===== src/rtl/core/ttycon_pkg.sv =====
// Shared types and constants of the console core: codes, FSM states, and the
// control/status structs between controller and datapath. No dependencies.
package ttycon_pkg;

    localparam logic [1:0] MODE_WRITE = 2'd0;
    localparam logic [1:0] MODE_READ  = 2'd1;
    localparam logic [1:0] MODE_RX    = 2'd2;

    localparam logic [11:0] OFF_PUTC    = 12'h000;
    localparam logic [11:0] OFF_COUNT   = 12'h004;
    localparam logic [11:0] OFF_CMD     = 12'h008;
    localparam logic [11:0] OFF_ADDR_LO = 12'h010;
    localparam logic [11:0] OFF_LEN     = 12'h014;
    localparam logic [11:0] OFF_ADDR_HI = 12'h018;

    localparam logic [31:0] CMD_IRQ_OFF = 32'd0;
    localparam logic [31:0] CMD_IRQ_ON  = 32'd1;
    localparam logic [31:0] CMD_TX      = 32'd2;
    localparam logic [31:0] CMD_RX      = 32'd3;

    localparam logic [2:0] KIND_ACK   = 3'd0;
    localparam logic [2:0] KIND_READ  = 3'd1;
    localparam logic [2:0] KIND_TXB   = 3'd2;
    localparam logic [2:0] KIND_MEMW  = 3'd3;
    localparam logic [2:0] KIND_FETCH = 3'd4;

    localparam logic [2:0] ERR_NONE    = 3'd0;
    localparam logic [2:0] ERR_BAD_OFF = 3'd1;
    localparam logic [2:0] ERR_BAD_CMD = 3'd2;
    localparam logic [2:0] ERR_RX_LONG = 3'd3;
    localparam logic [2:0] ERR_CLAMP   = 3'd4;
    localparam logic [2:0] ERR_DROP    = 3'd5;

    typedef enum logic [1:0] {
        OP_SINGLE,
        OP_TX,
        OP_RX
    } op_t;

    typedef enum logic [2:0] {
        S_IDLE,
        S_EXEC,
        S_SINGLE,
        S_TX,
        S_RX_RD,
        S_RX_CAP,
        S_RX_EMIT
    } state_t;

    typedef struct packed {
        logic load;
        logic exec;
        logic emit_single;
        logic tx_step;
        logic rx_issue;
        logic rx_cap;
        logic rx_emit;
    } cmd_t;

    typedef struct packed {
        op_t  op;
        logic out_free;
        logic tx_last;
        logic cap_last;
        logic rx_last;
    } sts_t;

endpackage


===== src/rtl/core/ttycon_ram.sv =====
// Generic single-write, single-read RAM with registered read data.
// No dependencies.
module ttycon_ram #(
    parameter int WIDTH = 8,
    parameter int DEPTH = 128
) (
    input  logic                     clk,
    input  logic                     we,
    input  logic [$clog2(DEPTH)-1:0] waddr,
    input  logic [WIDTH-1:0]         wdata,
    input  logic [$clog2(DEPTH)-1:0] raddr,
    output logic [WIDTH-1:0]         rdata
);

    logic [WIDTH-1:0] mem [DEPTH];

    always_ff @(posedge clk)
    begin
        if (we)
        begin
            mem[waddr] <= wdata;
        end
        rdata <= mem[raddr];
    end

endmodule


===== src/rtl/core/ttycon_ctrl.sv =====
// Controller FSM of the console core: sequences accept, execute and result
// emission. Depends on ttycon_pkg.
module ttycon_ctrl (
    input  logic              clk,
    input  logic              rst_n,
    input  logic              s_tvalid,
    output logic              s_tready,
    input  ttycon_pkg::sts_t  sts,
    output ttycon_pkg::cmd_t  cmd
);
    import ttycon_pkg::*;

    state_t state_reg, state_next;

    always_ff @(posedge clk or negedge rst_n)
    begin
        if (!rst_n)
        begin
            state_reg <= S_IDLE;
        end
        else
        begin
            state_reg <= state_next;
        end
    end

    always_comb
    begin
        state_next = state_reg;
        case (state_reg)
            S_IDLE:
            begin
                if (s_tvalid)
                begin
                    state_next = S_EXEC;
                end
            end
            S_EXEC:
            begin
                case (sts.op)
                    OP_TX:   state_next = S_TX;
                    OP_RX:   state_next = S_RX_RD;
                    default: state_next = S_SINGLE;
                endcase
            end
            S_SINGLE:
            begin
                if (sts.out_free)
                begin
                    state_next = S_IDLE;
                end
            end
            S_TX:
            begin
                if (sts.out_free && sts.tx_last)
                begin
                    state_next = S_IDLE;
                end
            end
            S_RX_RD:
            begin
                state_next = S_RX_CAP;
            end
            S_RX_CAP:
            begin
                state_next = sts.cap_last ? S_RX_EMIT : S_RX_RD;
            end
            S_RX_EMIT:
            begin
                if (sts.out_free)
                begin
                    state_next = sts.rx_last ? S_IDLE : S_RX_RD;
                end
            end
            default:
            begin
                state_next = S_IDLE;
            end
        endcase
    end

    always_comb
    begin
        cmd      = '0;
        s_tready = 1'b0;
        case (state_reg)
            S_IDLE:
            begin
                s_tready = 1'b1;
                cmd.load = s_tvalid;
            end
            S_EXEC:    cmd.exec = 1'b1;
            S_SINGLE:  cmd.emit_single = sts.out_free;
            S_TX:      cmd.tx_step = sts.out_free;
            S_RX_RD:   cmd.rx_issue = 1'b1;
            S_RX_CAP:  cmd.rx_cap = 1'b1;
            S_RX_EMIT: cmd.rx_emit = sts.out_free;
            default:   cmd = '0;
        endcase
    end

endmodule


===== src/rtl/core/ttycon_dp.sv =====
// Datapath of the console core: register state, receive buffer, DMA walk
// counters and the output register. Depends on ttycon_pkg, ttycon_ram.
module ttycon_dp #(
    parameter int RX_DEPTH    = 128,
    parameter int CHUNK_BYTES = 64,
    parameter int MAX_TX_LEN  = 4096
) (
    input  logic              clk,
    input  logic              rst_n,
    input  ttycon_pkg::cmd_t  cmd,
    output ttycon_pkg::sts_t  sts,
    input  logic [55:0]       s_tdata,
    input  logic [1:0]        s_tuser,
    output logic              m_tvalid,
    input  logic              m_tready,
    output logic [159:0]      m_tdata,
    output logic [2:0]        m_tuser,
    output logic              m_tlast
);
    import ttycon_pkg::*;

    localparam int AW   = $clog2(RX_DEPTH);
    localparam int CW   = $clog2(RX_DEPTH + 1);
    localparam int PW   = CW + 1;
    localparam int LMAX = (MAX_TX_LEN > RX_DEPTH) ? MAX_TX_LEN : RX_DEPTH;
    localparam int RW   = $clog2(LMAX + 1);

    // item
    logic [1:0]  mode_reg;
    logic [11:0] off_reg;
    logic [31:0] val_reg;
    logic [7:0]  byte_reg;

    // architectural state
    logic [CW-1:0] count_reg, count_next;
    logic [AW-1:0] head_reg, head_next;
    logic          irq_en_reg, irq_en_next;
    logic [63:0]   addr_reg, addr_next;
    logic [31:0]   len_reg, len_next;

    // per-item work
    logic [2:0]    err_reg, irq_dummy_unused;
    logic          irq_item_reg;
    logic [2:0]    skind_reg;
    logic [7:0]    srdata_reg, stxb_reg;
    logic [63:0]   waddr_reg;
    logic [RW-1:0] remain_reg;
    logic [AW-1:0] rptr_reg;
    logic [63:0]   word_reg;
    logic [3:0]    wcnt_reg;

    // output register
    logic        m_valid_reg, m_valid_next;
    logic [2:0]  m_kind_reg, m_err_reg;
    logic [7:0]  m_rdata_reg, m_txb_reg;
    logic [63:0] m_addr_reg, m_data_reg;
    logic [6:0]  m_cnt_reg;
    logic        m_irq_reg, m_last_reg;

    // decode
    op_t           d_op;
    logic [2:0]    d_kind, d_err;
    logic [7:0]    d_rdata, d_txb;
    logic          ram_we;
    logic [PW-1:0] wr_sum, hd_sum;
    logic [AW-1:0] wr_ptr, hd_wrap;
    logic [RW-1:0] tx_len;
    logic [31:0]   tx_n;
    logic [3:0]    rx_n;
    logic [7:0]    ram_rdata;
    logic          load_out;

    assign irq_dummy_unused = 3'd0;

    assign wr_sum  = PW'(head_reg) + PW'(count_reg);
    assign wr_ptr  = (wr_sum >= PW'(RX_DEPTH)) ? AW'(wr_sum - PW'(RX_DEPTH)) : AW'(wr_sum);
    assign hd_sum  = PW'(head_reg) + PW'(len_reg[CW-1:0]);
    assign hd_wrap = (hd_sum >= PW'(RX_DEPTH)) ? AW'(hd_sum - PW'(RX_DEPTH)) : AW'(hd_sum);
    assign tx_len  = (len_reg > 32'(MAX_TX_LEN)) ? RW'(MAX_TX_LEN) : len_reg[RW-1:0];
    assign tx_n    = (32'(remain_reg) > 32'(CHUNK_BYTES)) ? 32'(CHUNK_BYTES) : 32'(remain_reg);
    assign rx_n    = (remain_reg > RW'(8)) ? 4'd8 : remain_reg[3:0];

    always_comb
    begin
        d_op        = OP_SINGLE;
        d_kind      = KIND_ACK;
        d_err       = ERR_NONE;
        d_rdata     = 8'd0;
        d_txb       = 8'd0;
        ram_we      = 1'b0;
        count_next  = count_reg;
        head_next   = head_reg;
        irq_en_next = irq_en_reg;
        addr_next   = addr_reg;
        len_next    = len_reg;
        case (mode_reg)
            MODE_WRITE:
            begin
                case (off_reg)
                    OFF_PUTC:
                    begin
                        d_kind = KIND_TXB;
                        d_txb  = val_reg[7:0];
                    end
                    OFF_CMD:
                    begin
                        case (val_reg)
                            CMD_IRQ_OFF: irq_en_next = 1'b0;
                            CMD_IRQ_ON:  irq_en_next = 1'b1;
                            CMD_TX:
                            begin
                                if (len_reg != 32'd0)
                                begin
                                    d_op = OP_TX;
                                end
                                if (len_reg > 32'(MAX_TX_LEN))
                                begin
                                    d_err = ERR_CLAMP;
                                end
                            end
                            CMD_RX:
                            begin
                                if (len_reg > 32'(count_reg))
                                begin
                                    d_err = ERR_RX_LONG;
                                end
                                else if (len_reg != 32'd0)
                                begin
                                    d_op       = OP_RX;
                                    head_next  = hd_wrap;
                                    count_next = count_reg - len_reg[CW-1:0];
                                end
                            end
                            default: d_err = ERR_BAD_CMD;
                        endcase
                    end
                    OFF_ADDR_LO: addr_next = {addr_reg[63:32], val_reg};
                    OFF_ADDR_HI: addr_next = {val_reg, addr_reg[31:0]};
                    OFF_LEN:     len_next  = val_reg;
                    default:     d_err     = ERR_BAD_OFF;
                endcase
            end
            MODE_READ:
            begin
                d_kind = KIND_READ;
                if (off_reg == OFF_COUNT)
                begin
                    d_rdata = 8'(count_reg);
                end
                else
                begin
                    d_err = ERR_BAD_OFF;
                end
            end
            MODE_RX:
            begin
                if (count_reg < CW'(RX_DEPTH))
                begin
                    ram_we     = 1'b1;
                    count_next = count_reg + CW'(1);
                end
                else
                begin
                    d_err = ERR_DROP;
                end
            end
            default:
            begin
                d_kind = KIND_ACK;
            end
        endcase
    end

    ttycon_ram #(
        .WIDTH (8),
        .DEPTH (RX_DEPTH)
    ) u_rx_ram (
        .clk   (clk),
        .we    (cmd.exec && ram_we),
        .waddr (wr_ptr),
        .wdata (byte_reg),
        .raddr (rptr_reg),
        .rdata (ram_rdata)
    );

    always_ff @(posedge clk)
    begin
        if (cmd.load)
        begin
            mode_reg <= s_tuser;
            off_reg  <= s_tdata[11:0];
            val_reg  <= s_tdata[43:12];
            byte_reg <= s_tdata[51:44];
        end
        if (cmd.exec)
        begin
            err_reg      <= d_err | irq_dummy_unused;
            irq_item_reg <= irq_en_next && (count_next != '0);
            skind_reg    <= d_kind;
            srdata_reg   <= d_rdata;
            stxb_reg     <= d_txb;
            waddr_reg    <= addr_reg;
            remain_reg   <= (d_op == OP_TX) ? tx_len : len_reg[RW-1:0];
            rptr_reg     <= head_reg;
            word_reg     <= 64'd0;
            wcnt_reg     <= 4'd0;
        end
        if (cmd.tx_step)
        begin
            waddr_reg  <= waddr_reg + 64'(tx_n);
            remain_reg <= remain_reg - tx_n[RW-1:0];
        end
        if (cmd.rx_issue)
        begin
            rptr_reg <= (rptr_reg == AW'(RX_DEPTH - 1)) ? '0 : rptr_reg + AW'(1);
        end
        if (cmd.rx_cap)
        begin
            word_reg <= word_reg | (64'(ram_rdata) << {wcnt_reg[2:0], 3'b000});
            wcnt_reg <= wcnt_reg + 4'd1;
        end
        if (cmd.rx_emit)
        begin
            waddr_reg  <= waddr_reg + 64'(rx_n);
            remain_reg <= remain_reg - RW'(rx_n);
            word_reg   <= 64'd0;
            wcnt_reg   <= 4'd0;
        end
    end

    always_ff @(posedge clk or negedge rst_n)
    begin
        if (!rst_n)
        begin
            count_reg   <= '0;
            head_reg    <= '0;
            irq_en_reg  <= 1'b0;
            addr_reg    <= 64'd0;
            len_reg     <= 32'd0;
            m_valid_reg <= 1'b0;
        end
        else
        begin
            if (cmd.exec)
            begin
                count_reg  <= count_next;
                head_reg   <= head_next;
                irq_en_reg <= irq_en_next;
                addr_reg   <= addr_next;
                len_reg    <= len_next;
            end
            m_valid_reg <= m_valid_next;
        end
    end

    assign load_out     = cmd.emit_single || cmd.tx_step || cmd.rx_emit;
    assign m_valid_next = load_out ? 1'b1 : (m_tready ? 1'b0 : m_valid_reg);

    always_ff @(posedge clk)
    begin
        if (load_out)
        begin
            m_irq_reg <= irq_item_reg;
            m_err_reg <= err_reg;
        end
        if (cmd.emit_single)
        begin
            m_kind_reg  <= skind_reg;
            m_rdata_reg <= srdata_reg;
            m_txb_reg   <= stxb_reg;
            m_addr_reg  <= 64'd0;
            m_data_reg  <= 64'd0;
            m_cnt_reg   <= 7'd0;
            m_last_reg  <= 1'b1;
        end
        if (cmd.tx_step)
        begin
            m_kind_reg  <= KIND_FETCH;
            m_rdata_reg <= 8'd0;
            m_txb_reg   <= 8'd0;
            m_addr_reg  <= waddr_reg;
            m_data_reg  <= 64'd0;
            m_cnt_reg   <= tx_n[6:0];
            m_last_reg  <= sts.tx_last;
        end
        if (cmd.rx_emit)
        begin
            m_kind_reg  <= KIND_MEMW;
            m_rdata_reg <= 8'd0;
            m_txb_reg   <= 8'd0;
            m_addr_reg  <= waddr_reg;
            m_data_reg  <= word_reg;
            m_cnt_reg   <= 7'(rx_n);
            m_last_reg  <= sts.rx_last;
        end
    end

    assign sts.op       = d_op;
    assign sts.out_free = !m_valid_reg || m_tready;
    assign sts.tx_last  = 32'(remain_reg) <= 32'(CHUNK_BYTES);
    assign sts.cap_last = (wcnt_reg + 4'd1) == rx_n;
    assign sts.rx_last  = remain_reg <= RW'(8);

    assign m_tvalid = m_valid_reg;
    assign m_tuser  = m_kind_reg;
    assign m_tlast  = m_last_reg;
    assign m_tdata  = {5'd0, m_err_reg, m_irq_reg, m_cnt_reg, m_data_reg, m_addr_reg,
                       m_txb_reg, m_rdata_reg};

    a_count_bound: assert property (@(posedge clk) disable iff (!rst_n)
        count_reg <= CW'(RX_DEPTH))
        else $error("rx count above buffer depth");

    a_emit_free: assert property (@(posedge clk) disable iff (!rst_n)
        load_out |-> (!m_valid_reg || m_tready))
        else $error("result loaded over a pending transfer");

    a_tx_remain: assert property (@(posedge clk) disable iff (!rst_n)
        cmd.tx_step |-> remain_reg != '0)
        else $error("fetch chunk with nothing left");

    a_word_full: assert property (@(posedge clk) disable iff (!rst_n)
        cmd.rx_emit |-> (wcnt_reg == rx_n && rx_n != 4'd0))
        else $error("write word emitted before all bytes read");

endmodule


===== src/rtl/core/tty_console_with_rx_buffer_and_dma_core.sv =====
// Top level of the console core with receive buffer and DMA walk.
// Depends on ttycon_pkg, ttycon_ctrl, ttycon_dp (which holds ttycon_ram).
//
// One item at a time. A register access or line byte passes accept, execute
// and emit, emit waiting for a free output register. A transmit command
// emits one fetch chunk per cycle while the output register is free. A
// receive command reads the buffer byte by byte through the RAM's registered
// read (an issue and a capture state per byte) and emits write words of up to
// 8 bytes. The output register lets the next item be accepted while the last
// result waits. The buffer RAM needs no clearing pass after reset.
module tty_console_with_rx_buffer_and_dma_core #(
    parameter int RX_DEPTH    = 128,
    parameter int CHUNK_BYTES = 64,
    parameter int MAX_TX_LEN  = 4096
) (
    input  logic         clk,
    input  logic         rst_n,
    input  logic         s_tvalid,
    output logic         s_tready,
    input  logic [55:0]  s_tdata,   // register_offset[11:0], write_value[43:12], rx_byte[51:44]
    input  logic [1:0]   s_tuser,   // mode
    output logic         m_tvalid,
    input  logic         m_tready,
    output logic [159:0] m_tdata,   // read_data[7:0], tx_byte[15:8], mem_address[79:16],
                                    // mem_data[143:80], byte_count[150:144], irq[151],
                                    // error_code[154:152]
    output logic [2:0]   m_tuser,   // kind
    output logic         m_tlast    // last
);
    import ttycon_pkg::*;

    cmd_t cmd;
    sts_t sts;

    ttycon_ctrl u_ctrl (
        .clk      (clk),
        .rst_n    (rst_n),
        .s_tvalid (s_tvalid),
        .s_tready (s_tready),
        .sts      (sts),
        .cmd      (cmd)
    );

    ttycon_dp #(
        .RX_DEPTH    (RX_DEPTH),
        .CHUNK_BYTES (CHUNK_BYTES),
        .MAX_TX_LEN  (MAX_TX_LEN)
    ) u_dp (
        .clk      (clk),
        .rst_n    (rst_n),
        .cmd      (cmd),
        .sts      (sts),
        .s_tdata  (s_tdata),
        .s_tuser  (s_tuser),
        .m_tvalid (m_tvalid),
        .m_tready (m_tready),
        .m_tdata  (m_tdata),
        .m_tuser  (m_tuser),
        .m_tlast  (m_tlast)
    );

endmodule

===== config.mk =====
export PLATFORM = sky130hd
export DESIGN_NAME = tty_console_with_rx_buffer_and_dma_core
export DESIGN_NICKNAME = d
export VERILOG_FILES = /design/src/rtl/core/ttycon_pkg.sv /design/src/rtl/core/ttycon_ram.sv /design/src/rtl/core/ttycon_ctrl.sv /design/src/rtl/core/ttycon_dp.sv /design/src/rtl/core/tty_console_with_rx_buffer_and_dma_core.sv
export SDC_FILE = /design/constraint.sdc
export NUM_CORES = 2
export LEC_CHECK = 0
export BUFFER_PORTS_ARGS = -buffer_cell sky130_fd_sc_hd__buf_2
export CORE_UTILIZATION = 55
export CTS_CLUSTER_SIZE = 25
export DETAILED_ROUTE_END_ITERATION = 8
export GPL_TIMING_DRIVEN = 0
export HOLD_SLACK_MARGIN = 0.03
export MAX_ROUTING_LAYER = met4
export PLACE_DENSITY = 0.72
export SKIP_LAST_GASP = 1
export SYNTH_ARGS = -nofsm -noshare
export SYNTH_HDL_FRONTEND = slang
export SYNTH_SLANG_ARGS = --single-unit

===== constraint.sdc =====
create_clock -name clk -period 6.35 [get_ports clk]
set_input_delay 0.3175 -clock clk [delete_from_list [all_inputs] [get_ports clk]]
set_output_delay 0.3175 -clock clk [all_outputs]
set_load 0.005 [all_outputs]

==> impl_metrics.xml <==
<?xml version="1.0" encoding="UTF-8"?>
<metrics>
  <group name="finish">
    <metric name="mostFrequentLayoutCell" unit="">sky130_fd_sc_hd__edfxtp_1</metric>
    <metric name="final_core_utilization" unit="">0.640</metric>
    <metric name="number_of_flip_flops_under_the_largest_register_name" unit="">1024</metric>
    <metric name="num-nets-final" unit="">4437</metric>
    <metric name="stdcell_count" unit="">5960</metric>
    <metric name="final_layout_size_suffix_gt1_frac" unit="">0.223</metric>
    <metric name="final_cell_mix" unit="">1321 x sky130_fd_sc_hd__edfxtp_1, 336 x sky130_fd_sc_hd__mux4_2, 334 x sky130_fd_sc_hd__nor2_1</metric>
    <metric name="largest-register" unit="">u_dp.u_rx_ram.mem</metric>
    <metric name="layout-area-overhead-vs-synth" unit="%">15.4</metric>
  </group>
  <group name="clock_network">
    <metric name="cts_tree" unit="">built</metric>
    <metric name="htreeDepth" unit="">4</metric>
    <metric name="number_of_sinks_driven_by_the_clock_tree" unit="">1535</metric>
    <metric name="cts.path.max_buffers" unit="">3</metric>
    <metric name="cts-buffers-inserted" unit="">156</metric>
    <metric name="postCtsResizedCells" unit="">0</metric>
    <metric name="clock-root-buffer" unit="">sky130_fd_sc_hd__clkbuf_16</metric>
    <metric name="clk_transition_reported_paths" unit="ps">60</metric>
    <metric name="clock_latency" unit="ps">770</metric>
  </group>
  <group name="global_route">
    <metric name="grt_pass1_vias" unit="">37000</metric>
    <metric name="overflow" unit="">0</metric>
    <metric name="grt_pass1_wl" unit="mm">251</metric>
    <metric name="largest_net_degree_at_the_start_of_global_routing" unit="">94</metric>
    <metric name="grt_use_total" unit="">0.308</metric>
    <metric name="grt_antenna_before_repair" unit="">1</metric>
  </group>
  <group name="yosys">
    <metric name="fraction_of_the_yosys_area_taken_by_sequential_cells" unit="">0.702</metric>
    <metric name="synth_top_flop_cell" unit="">sky130_fd_sc_hd__edfxtp_1</metric>
    <metric name="synth_edf_count" unit="">1321</metric>
    <metric name="synth-warning-count" unit="">0</metric>
    <metric name="synth_cell_types" unit="">81</metric>
    <metric name="synthCells" unit="">3827</metric>
    <metric name="synth_largest_type_area_fraction" unit="">0.625</metric>
    <metric name="synth.top_cells.by_area" unit="">sky130_fd_sc_hd__edfxtp_1 63%, sky130_fd_sc_hd__mux4_2 12%, sky130_fd_sc_hd__dfrtp_1 4.6%</metric>
    <metric name="synth.ff_latch_count" unit="">1535</metric>
    <metric name="synth_area" unit="um2">63400</metric>
    <metric name="yosys.area.top_type" unit="">sky130_fd_sc_hd__edfxtp_1</metric>
    <metric name="asyncSetResetFlopFracSynth" unit="">0.0756</metric>
    <metric name="avgSynthCellArea" unit="um2">16.6</metric>
  </group>
  <group name="power_and_ir_drop">
    <metric name="register_share_of_total_power" unit="">0.466</metric>
    <metric name="power.ir.vdd_worst" unit="mV">0.272</metric>
    <metric name="share_clk_of_total_power" unit="">0.318</metric>
    <metric name="power_frac_comb" unit="">0.216</metric>
    <metric name="intPower" unit="mW">19.5</metric>
    <metric name="switching_share" unit="">0.298</metric>
    <metric name="total_leakage_power" unit="nW">25.0</metric>
    <metric name="power.density_cell_area" unit="nW/um2">380</metric>
    <metric name="net-switching-power" unit="mW">8.30</metric>
  </group>
  <group name="worst_setup_path">
    <metric name="start_kind" unit="">flip-flop</metric>
    <metric name="worst-endpoint-required" unit="ps">6870</metric>
    <metric name="crit_arrival" unit="ps">6270</metric>
    <metric name="critPathKind" unit="">reg2reg</metric>
    <metric name="worstPathMaxFanout" unit="">10</metric>
    <metric name="worstSetupEndpointType" unit="">flip-flop</metric>
    <metric name="ff2ff_setup_slack" unit="ps">590</metric>
  </group>
  <group name="placed_design">
    <metric name="detailed_place_hpwl" unit="mm">121</metric>
    <metric name="pre_cts_slack" unit="ps">147</metric>
    <metric name="dpl.cell_count" unit="">5615</metric>
    <metric name="place_congestion" unit="">0.981</metric>
    <metric name="buffer_ports.inserted" unit="">218</metric>
  </group>
  <group name="detailed_routing">
    <metric name="dr.first_iter.drc_count" unit="">4536</metric>
    <metric name="total_via_count_after_detailed_routing" unit="">38200</metric>
    <metric name="drt_pre_antenna_iters" unit="">6</metric>
    <metric name="routed_wirelength" unit="mm">173</metric>
    <metric name="antenna_violating_nets_post_route" unit="">0</metric>
    <metric name="avgViaCountPerCell" unit="">6.41</metric>
    <metric name="post-route-drc-count" unit="">0</metric>
    <metric name="routed_wire_length_per_instance" unit="um">29.0</metric>
  </group>
  <group name="sta">
    <metric name="worst_hold_slack" unit="ps">154</metric>
    <metric name="achievable-frequency" unit="MHz">174</metric>
    <metric name="tightest_slew" unit="ps">1370</metric>
    <metric name="slew_headroom" unit="">0.0764</metric>
    <metric name="finalHoldViolations" unit="">0</metric>
    <metric name="slew_viol_final" unit="">0</metric>
    <metric name="finalClockSkew" unit="ps">24.8</metric>
    <metric name="period_minus_slack" unit="ps">5760</metric>
    <metric name="finalWorstSetupSlack" unit="ps">593</metric>
    <metric name="final.setup.tns" unit="ps">0</metric>
    <metric name="post-route-period-util" unit="">0.907</metric>
    <metric name="report.final.setup_viol" unit="">0</metric>
    <metric name="grt_setup_unrepaired" unit="">no</metric>
  </group>
  <group name="floorplanning">
    <metric name="number_of_rows_in_the_core_area" unit="">124</metric>
    <metric name="chipHeight" unit="um">342</metric>
    <metric name="design.portCount" unit="">228</metric>
    <metric name="fp.dieW" unit="um">342</metric>
    <metric name="floorplan_die_area" unit="um2">117000</metric>
    <metric name="design.core.area" unit="um2">114000</metric>
    <metric name="start_util" unit="">0.555</metric>
  </group>
  <group name="flow_run">
    <metric name="timing.max_cap.violations" unit="">0</metric>
  </group>
  <group name="status">
    <metric name="status" unit="">complete, no violations</metric>
  </group>
  <group name="hold_path">
    <metric name="hold_path_class" unit="">in2async</metric>
  </group>
</metrics>
[per-layer routing]
metal	wire [um]	GRT usage	vias up	share of wire
met5	0	-	-	0
met4	8780	0.138	0	0.051
met3	16000	0.0532	458	0.092
met2	82600	0.475	2353	0.48
met1	65800	0.405	19400	0.38
li1	-	-	16000	-
[final cells by class]
| class | count | area, um2 |
|---|---|---|
| diodes | 3 | 7.51 |
| flip-flops and latches | 1535 | 44500 |
| clock buffers | 211 | 4240 |
| well taps | 1512 | 1890 |
| plain buffers | 197 | 831 |
| fillers | 7832 | 41100 |
| repair buffers | 325 | 2870 |
| multi-input cells | 2042 | 17900 |
| inverters | 64 | 245 |
| clock inverters | 71 | 673 |
[worst max-delay path, stage by stage, from the launching register on]
cell                        delay (ps)
sky130_fd_sc_hd__edfxtp_1          360
sky130_fd_sc_hd__clkbuf_1          220
sky130_fd_sc_hd__or4_1             610
sky130_fd_sc_hd__nor2_1            440
sky130_fd_sc_hd__inv_1             210
sky130_fd_sc_hd__nor2_1            430
sky130_fd_sc_hd__inv_1             280
sky130_fd_sc_hd__nor2_1            160
sky130_fd_sc_hd__ha_1              190
sky130_fd_sc_hd__inv_1              60
sky130_fd_sc_hd__fa_1              400
sky130_fd_sc_hd__nor2b_1           120
sky130_fd_sc_hd__o21ai_0           240
sky130_fd_sc_hd__a2111oi_4         380
sky130_fd_sc_hd__buf_4             200
sky130_fd_sc_hd__nand2_1           240
sky130_fd_sc_hd__nand2_1           230
sky130_fd_sc_hd__or3b_1            400
sky130_fd_sc_hd__a221o_1           320
[logic make-up after synthesis]
group,share of synthesized area
xor+xnor,0.00980
simple gates,0.0740
compound gates,0.0481
mux,0.138
fa+ha+maj,0.0112
buf+inv,0.0169
flops,0.702
other cells,0.000118
[synthesized netlist by cell type (all sizes together) (7+ instances only)]
cell	n
a221oi	14
and2	85
nor2b	65
nor2	335
o211ai	7
nor4	42
and3	26
or3	12
or2	7
mux4	336
mux2	102
xnor2	42
o21ai	106
inv	64
nand3	67
a211oi	14
edfxtp	1321
a31oi	17
a21o	28
ha	49
a22oi	9
nand4	29
o22ai	15
dfrtp	116
buf	74
a221o	11
nor3	43
a21oi	186
clkbuf	123
dfxtp	98
nand2	216
xor2	29
nand2b	13
and4	15
[repair_timing]
item,in CTS,in global routing
hold endpoints to repair,173,0
setup buffers,0,2
hold buffers,58,0
endpoints found under the setup margin,0,10
[through the flow]
| stage | cell area, um2 | total power [mW] |
|---|---|---|
| 5_1_grt | 73200 | 28.7 |
| 2_1_floorplan | 63500 | 16.3 |
| 3_5_place_dp | 67700 | 19.0 |
| 3_3_place_gp | 66500 | 18.8 |
| 4_1_cts | 73200 | 27.8 |
| 6_report | 73200 | 27.8 |
[power by group through the flow]
stage                     clock, mW  combinational (mW)  sequential, mW
after floorplan                   0                3.23            13.1
after global placement            0                5.18            13.6
after detailed placement          0                5.89            13.1
after CTS                      8.92                5.96            12.9
after global routing           9.27                6.37            13.0
final                          8.84                6.02            13.0
[worst paths after layout]
path	from	end	cells past startpoint
worst max-delay path	u_dp.remain_reg[6]	u_dp.waddr_reg[60]	18
worst min-delay path	rst_n	u_dp.addr_reg[54]	3
worst max register to register	u_dp.remain_reg[6]	u_dp.waddr_reg[60]	18
worst min register to register	u_dp.err_reg[2]	u_dp.m_err_reg[2]	0
max in group asynchronous	rst_n	u_dp.addr_reg[56]	3
min in group clk	s_tdata[22]	u_dp.val_reg[10]	2
(Power assumes the default switching activity.)
